[config.mk]
export PLATFORM = sky130hd
export DESIGN_NAME = nfbt_ctrl
export DESIGN_NICKNAME = d
export VERILOG_FILES = /design/src/sv/nfbt_pkg.sv /design/src/sv/nfbt_ctrl.sv
export SDC_FILE = /design/constraint.sdc
export NUM_CORES = 1
export LEC_CHECK = 0
export BUFFER_PORTS_ARGS = -buffer_cell sky130_fd_sc_hd__buf_4
export CORE_ASPECT_RATIO = 1.25
export CORE_MARGIN = 8
export CORE_UTILIZATION = 59
export CTS_BUF_LIST = sky130_fd_sc_hd__clkbuf_4 sky130_fd_sc_hd__clkbuf_8 sky130_fd_sc_hd__clkbuf_16
export CTS_CLUSTER_SIZE = 20
export DETAILED_ROUTE_END_ITERATION = 8
export GPL_TIMING_DRIVEN = 1
export PLACE_DENSITY_LB_ADDON = 0.1
export SETUP_SLACK_MARGIN = 0.02
export SLEW_MARGIN = 20
export SYNTH_ARGS = -nofsm -noshare
export SYNTH_HDL_FRONTEND = slang
export SYNTH_SLANG_ARGS = --single-unit
[constraint.sdc]
create_clock -name clk -period 5.37 [get_ports clk]
set_input_delay 0.8055 -clock clk [delete_from_list [all_inputs] [get_ports clk]]
set_output_delay 0.8055 -clock clk [all_outputs]
set_load 0.02 [all_outputs]
[src/sv/nfbt_pkg.sv]
// Package for the next-fit boundary-tag allocator.
// Holds default sizes, field widths, the controller state and datapath command types.
// No dependencies.
package nfbt_pkg;

  // Default arena geometry, in bytes
  localparam int unsigned ARENA_BYTES_DEF   = 1048576;
  localparam int unsigned LARGEST_BLOCK_DEF = 4096;
  localparam int unsigned SPLIT_MINIMUM_DEF = 32;

  // Fixed field widths
  localparam int unsigned REQ_W  = 16;
  localparam int unsigned ADDR_W = 20;
  // Granules needed by the largest rounded request (131072 bytes / 8)
  localparam int unsigned NEED_W = 15;

  // Controller states, one-hot
  typedef enum logic [16:0] {
    S_CLEAR     = 17'h00001,
    S_IDLE      = 17'h00002,
    S_DECODE    = 17'h00004,
    S_FREE_RD   = 17'h00008,
    S_FREE_WR   = 17'h00010,
    S_F_RD      = 17'h00020,
    S_F_EVAL    = 17'h00040,
    S_B_START   = 17'h00080,
    S_B_RD      = 17'h00100,
    S_B_EVAL    = 17'h00200,
    S_C_RD      = 17'h00400,
    S_C_EVAL    = 17'h00800,
    S_CLAIM     = 17'h01000,
    S_SPLIT     = 17'h02000,
    S_DONE_OK   = 17'h04000,
    S_DONE_FAIL = 17'h08000,
    S_DONE_FREE = 17'h10000
  } state_t;

  // Datapath operations
  typedef enum logic [3:0] {
    OP_NOP,
    OP_CLEAR,
    OP_LOAD,
    OP_FREE_RD,
    OP_FREE_WR,
    OP_HEAD_RD,
    OP_FWD_STEP,
    OP_BACK_INIT,
    OP_TAIL_RD,
    OP_BACK_STEP,
    OP_CLAIM,
    OP_SPLIT,
    OP_RES_OK,
    OP_RES_FAIL,
    OP_RES_ZERO
  } dp_op_t;

  typedef struct packed {
    dp_op_t op;
  } dp_cmd_t;

  typedef struct packed {
    logic clr_last;   // last entry of the tag clearing pass
    logic is_free;    // current transaction is a free
    logic free_ok;    // free address has low bits 4 and a granule inside the arena
    logic pos_in;     // walk position below arena end
    logic blk_end;    // head tag read holds size zero
    logic fit;        // block read is free, big enough and inside the arena
    logic split;      // remainder worth splitting off
    logic ss_valid;   // a block has been allocated since reset
    logic back_ok;    // backward walk position in range
    logic back_stop;  // tail tag read ends the backward walk
  } dp_stat_t;

endpackage

[src/sv/nfbt_ctrl.sv]
// Controller for the next-fit boundary-tag allocator.
// Sequences clearing, free and the forward/backward walks; depends on nfbt_pkg.
module nfbt_ctrl
  import nfbt_pkg::*;
(
  input  logic     clk,
  input  logic     rst,
  input  logic     in_valid,
  output logic     in_ready,
  output logic     out_valid,
  input  logic     out_ready,
  input  dp_stat_t stat,
  output dp_cmd_t  cmd
);

  state_t state, state_next;
  logic   out_free;

  assign out_free = !out_valid || out_ready;

  // State register and result valid flag
  always_ff @(posedge clk) begin
    if (rst) begin
      state     <= S_CLEAR;
      out_valid <= 1'b0;
    end else begin
      state <= state_next;
      if ((state == S_DONE_OK || state == S_DONE_FAIL || state == S_DONE_FREE) && out_free) begin
        out_valid <= 1'b1;
      end else if (out_ready) begin
        out_valid <= 1'b0;
      end
    end
  end

  // Next state and datapath command
  always_comb begin
    state_next = state;
    cmd.op     = OP_NOP;
    in_ready   = 1'b0;
    case (state)
      S_CLEAR: begin
        cmd.op = OP_CLEAR;
        if (stat.clr_last) state_next = S_IDLE;
      end
      S_IDLE: begin
        in_ready = 1'b1;
        if (in_valid) begin
          cmd.op     = OP_LOAD;
          state_next = S_DECODE;
        end
      end
      S_DECODE: begin
        if (stat.is_free) state_next = stat.free_ok ? S_FREE_RD : S_DONE_FREE;
        else              state_next = S_F_RD;
      end
      S_FREE_RD: begin
        cmd.op     = OP_FREE_RD;
        state_next = S_FREE_WR;
      end
      S_FREE_WR: begin
        cmd.op     = OP_FREE_WR;
        state_next = S_DONE_FREE;
      end
      S_F_RD: begin
        if (stat.pos_in) begin
          cmd.op     = OP_HEAD_RD;
          state_next = S_F_EVAL;
        end else begin
          state_next = S_B_START;
        end
      end
      S_F_EVAL: begin
        if (stat.blk_end) begin
          state_next = S_B_START;
        end else if (stat.fit) begin
          state_next = S_CLAIM;
        end else begin
          cmd.op     = OP_FWD_STEP;
          state_next = S_F_RD;
        end
      end
      S_B_START: begin
        if (stat.ss_valid) begin
          cmd.op     = OP_BACK_INIT;
          state_next = S_B_RD;
        end else begin
          state_next = S_DONE_FAIL;
        end
      end
      S_B_RD: begin
        if (stat.back_ok) begin
          cmd.op     = OP_TAIL_RD;
          state_next = S_B_EVAL;
        end else begin
          state_next = S_DONE_FAIL;
        end
      end
      S_B_EVAL: begin
        if (stat.back_stop) begin
          state_next = S_DONE_FAIL;
        end else begin
          cmd.op     = OP_BACK_STEP;
          state_next = S_C_RD;
        end
      end
      S_C_RD: begin
        cmd.op     = OP_HEAD_RD;
        state_next = S_C_EVAL;
      end
      S_C_EVAL: begin
        state_next = stat.fit ? S_CLAIM : S_B_RD;
      end
      S_CLAIM: begin
        cmd.op     = OP_CLAIM;
        state_next = stat.split ? S_SPLIT : S_DONE_OK;
      end
      S_SPLIT: begin
        cmd.op     = OP_SPLIT;
        state_next = S_DONE_OK;
      end
      S_DONE_OK: begin
        if (out_free) begin
          cmd.op     = OP_RES_OK;
          state_next = S_IDLE;
        end
      end
      S_DONE_FAIL: begin
        if (out_free) begin
          cmd.op     = OP_RES_FAIL;
          state_next = S_IDLE;
        end
      end
      S_DONE_FREE: begin
        if (out_free) begin
          cmd.op     = OP_RES_ZERO;
          state_next = S_IDLE;
        end
      end
      default: begin
        state_next = S_CLEAR;
      end
    endcase
  end

endmodule

==> reports/summary.txt <==
outcome: finished, final reports clean
IO buf count: 19
DIE AREA: 0.00381 mm2
layout filler cell count: 167
final weighted congestion of routability-driven global placement: 1.02
final hold violation count: 0
First DRT Iteration DRCs: 89
Util after Layout: 71.0%
crit path kind: reg2out
r2r startpoint: state[0]$_SDFFE_PP1P_
antenna fix cells: 0
largest net degree at the start of global routing: 13
headroom to the max-slew limit: 61.4%
Multi-input gate area: 846 um2
die boundary height: 67.0 um
XOR/XNOR Fraction of Synth Area: 3.56%
worst vdd ir: 134 uV
Critical Path Sink Type: output port
actual slew at the worst max-slew pin: 0.574 ns
effective utilization at floorplan: 62.1%
final total negative setup slack: 0 ns
Row Count: 18
average wire per standard cell: 18.7 um
aggregate global routing overflow: 0
CP Data Required Time: 4.56 ns
final total power: 252 uW
first-pass GRT wire length: 5690 um
Fmax achieved: 308 MHz
post_cts resized: 0
Detailed Routing Iterations Pass 1: 4
H-tree levels: 1
count of flip-flops with a built-in enable after synthesis: 0
count of unique library cells instantiated by Yosys: 49
sum of routed wire length over all layers: 3420 um
complex-gate fraction of the synthesized area: 16.7%
Clk Tree Root Cell: sky130_fd_sc_hd__clkbuf_4
total standard cell area after synthesis: 0.00123 mm2
arrival time worst endpoint: 2.44 ns
Std-Cell Core Area: 0.00198 mm2
mux contribution to synthesized area: 0.814%
DP Wirelength: 2640 um
power per unit of standard cell area: 179 mW/mm2
Post-Syn Area per Cell: 8.54 um2
flop and latch count out of synthesis: 18
maxcap violations: 0
combined flip-flop and latch cell area: 360 um2
top flip-flop cell by instance count after synthesis: sky130_fd_sc_hd__dfxtp_1
Crit Path Max Fanout: 6
setup repair after global routing missed its margin: false
end point of the critical path: cmd[2]
type of origin of the critical path: register
number of placed instances with taps included: 180
CTS max path bufs: 2
yosys synthesis warning count: 0
FFs w/ async S/R, synth: 0%
vias per cell: 6.92
syn nets: 158
Final ANT Viol Nets: 0
final setup skew: 0.00342 ns
post-synthesis cell count: 144
share of the clock period used by the worst path: 60.4%
# hold bufs at CTS: 0
total DRC errors in the routed layout: 0
total CTS buffers: 3
adder and majority gate portion of the synthesized area: 0%
post-CTS setup-driven buffer insertion count: 0
Area growth, synth to finish: 14.4%
worst setup slack for register-to-register paths: 3.18 ns
simple-gate share of the synthesized area: 47.7%
insertion delay of the later-clocked pin in the worst-skew pair: 0.29 ns
number of global-route vias before repair: 1254
fraction of final layout cells sized beyond drive strength 1: 20.2%
number of max-slew violations in the final report: 0
depth of the most critical reg-to-reg path: 5
share of the yosys chip area belonging to registers: 29.3%
combinational family with the most area after synthesis: simple AND/OR/NAND/NOR gates
count of clock tree sinks: 18
capture point of the worst reg-to-reg path: state[5]$_SDFFE_PP0P_
number of standard cells in the layout, taps in and fillers out: 183
number of setup violations in the final report: 0
count of boundary I/O pins: 20
minimum period implied by the final worst setup slack: 3.24 ns
floorplan die width: 56.8 um
LEAKAGE: 0.564 nW
type of the tightest min-delay check: reg2reg
Fin Hold WS: 0.581 ns
global routing usage summed across all routing layers: 18.2%
Layout Nets: 179
startpoint of the worst setup timing path: state[0]$_SDFFE_PP1P_
total via count after detailed routing: 1267
clk slew on worst S/H paths: 0.10 ns
TritonCTS clock tree: yes
initial antenna violation count: 0
[Yosys cell counts (2+ instances only)]
| cell type | count | share of area, % |
|---|---|---|
| sky130_fd_sc_hd__o21ai_0 | 5 | 2.0 |
| sky130_fd_sc_hd__nor2_1 | 15 | 4.6 |
| sky130_fd_sc_hd__xor2_1 | 2 | 1.4 |
| sky130_fd_sc_hd__a21oi_1 | 3 | 1.2 |
| sky130_fd_sc_hd__nor4_1 | 3 | 1.5 |
| sky130_fd_sc_hd__o2111ai_1 | 2 | 1.4 |
| sky130_fd_sc_hd__nand2_1 | 8 | 2.4 |
| sky130_fd_sc_hd__nand3b_1 | 4 | 2.4 |
| sky130_fd_sc_hd__nand4b_1 | 4 | 2.8 |
| sky130_fd_sc_hd__a31oi_1 | 2 | 1.0 |
| sky130_fd_sc_hd__dfxtp_1 | 18 | 29 |
| sky130_fd_sc_hd__o22ai_1 | 3 | 1.5 |
| sky130_fd_sc_hd__or4_1 | 4 | 2.4 |
| sky130_fd_sc_hd__nor2b_1 | 2 | 1.0 |
| sky130_fd_sc_hd__and2_1 | 3 | 1.5 |
| sky130_fd_sc_hd__nor4b_1 | 2 | 1.4 |
| sky130_fd_sc_hd__inv_1 | 3 | 0.92 |
| sky130_fd_sc_hd__nand4_1 | 6 | 3.1 |
| sky130_fd_sc_hd__or2_2 | 2 | 1.0 |
| sky130_fd_sc_hd__o32a_1 | 2 | 1.6 |
| sky130_fd_sc_hd__nor4_4 | 2 | 3.5 |
| sky130_fd_sc_hd__nor3_2 | 2 | 1.6 |
| sky130_fd_sc_hd__xnor2_1 | 3 | 2.1 |
| sky130_fd_sc_hd__nor3b_1 | 2 | 1.2 |
| sky130_fd_sc_hd__and4b_1 | 2 | 1.6 |
| sky130_fd_sc_hd__nand2b_1 | 9 | 4.6 |
| sky130_fd_sc_hd__nor3_1 | 6 | 2.4 |
| sky130_fd_sc_hd__nand3_1 | 3 | 1.2 |
| sky130_fd_sc_hd__clkbuf_1 | 2 | 0.61 |
[metal layers]
layer | GRT usage, % | wire length, um | vias to the layer above
met2 | 31.7 | 1690 | 63
met1 | 21.1 | 1440 | 593
met3 | 3.42 | 234 | 11
li1 | - | - | 600
met5 | 0 | 0 | -
met4 | 8.24 | 53 | 0
[registers in the layout (all words and copies together), names as in the netlist]
signal	count
out_valid	1
state	17
[stage by stage]
step | instance area (um2) | setup WS [ns]
after floorplan | 1230 | 2.64
after global routing | 1410 | 1.98
after global placement | 1390 | 2.58
after detailed placement | 1390 | 2.52
final | 1410 | 2.13
after CTS | 1410 | 2.18
[cell usage in the layout, fill, tap and decap left out, types with 4 or more instances in the layout]
cell type,instances
sky130_fd_sc_hd__buf_4,19
sky130_fd_sc_hd__dfxtp_1,18
sky130_fd_sc_hd__nor2_1,15
sky130_fd_sc_hd__nand2b_1,9
sky130_fd_sc_hd__nand2_1,8
sky130_fd_sc_hd__nor3_1,6
sky130_fd_sc_hd__nand4_1,6
sky130_fd_sc_hd__o21ai_0,5
sky130_fd_sc_hd__nand3b_1,4
sky130_fd_sc_hd__or4_1,4
sky130_fd_sc_hd__nand4b_1,4
[worst max-delay path: stages, from the launching register on]
cell and delay [ns]:
sky130_fd_sc_hd__dfxtp_1 0.37, sky130_fd_sc_hd__nor4_2 0.57, sky130_fd_sc_hd__nand4_1 0.25, sky130_fd_sc_hd__or3b_1 0.45, sky130_fd_sc_hd__nor3_2 0.20, sky130_fd_sc_hd__nand4b_1 0.16
sky130_fd_sc_hd__buf_4 0.15
[cell families (layout without fill, tap and decap cells)]
family | Yosys count | count (layout)
AO/OA/AOI/OAI | 27 | 27
XOR/XNOR | 5 | 5
buffers and inverters | 6 | 25
flip-flops | 18 | 18
multiplexers | 1 | 1
AND/OR/NAND/NOR | 87 | 87
[report_power, final]
part / switching (mW) / internal, mW / leakage, nW
registers: 0.00239 / 0.135 / 0.145
logic: 0.0266 / 0.0216 / 0.405
clock network: 0.0399 / 0.0261 / 0.0138
[worst min path at each step]
stage | startpoint | endpoint | slack [ns] | cells past startpoint
detailed placement | state[14]$_SDFFE_PP0P_ | state[14]$_SDFFE_PP0P_ | 0.56 | 2
CTS | state[14]$_SDFFE_PP0P_ | state[14]$_SDFFE_PP0P_ | 0.57 | 2
global route | state[14]$_SDFFE_PP0P_ | state[14]$_SDFFE_PP0P_ | 0.61 | 2
finish | state[14]$_SDFFE_PP0P_ | state[14]$_SDFFE_PP0P_ | 0.58 | 2
global placement | state[14]$_SDFFE_PP0P_ | state[14]$_SDFFE_PP0P_ | 0.56 | 2
floorplan | state[14]$_SDFFE_PP0P_ | state[14]$_SDFFE_PP0P_ | 0.51 | 2
[cell type report]
| cell class | count | area share, % |
|---|---|---|
| timing repair buffer | 19 | 10.1 |
| tap | 20 | 1.78 |
| sequential | 18 | 25.6 |
| multi-input combinational | 120 | 60.1 |
| clock buffer | 3 | 1.60 |
| inverter | 3 | 0.800 |
Note: power is estimated with default switching activity, not from simulation.
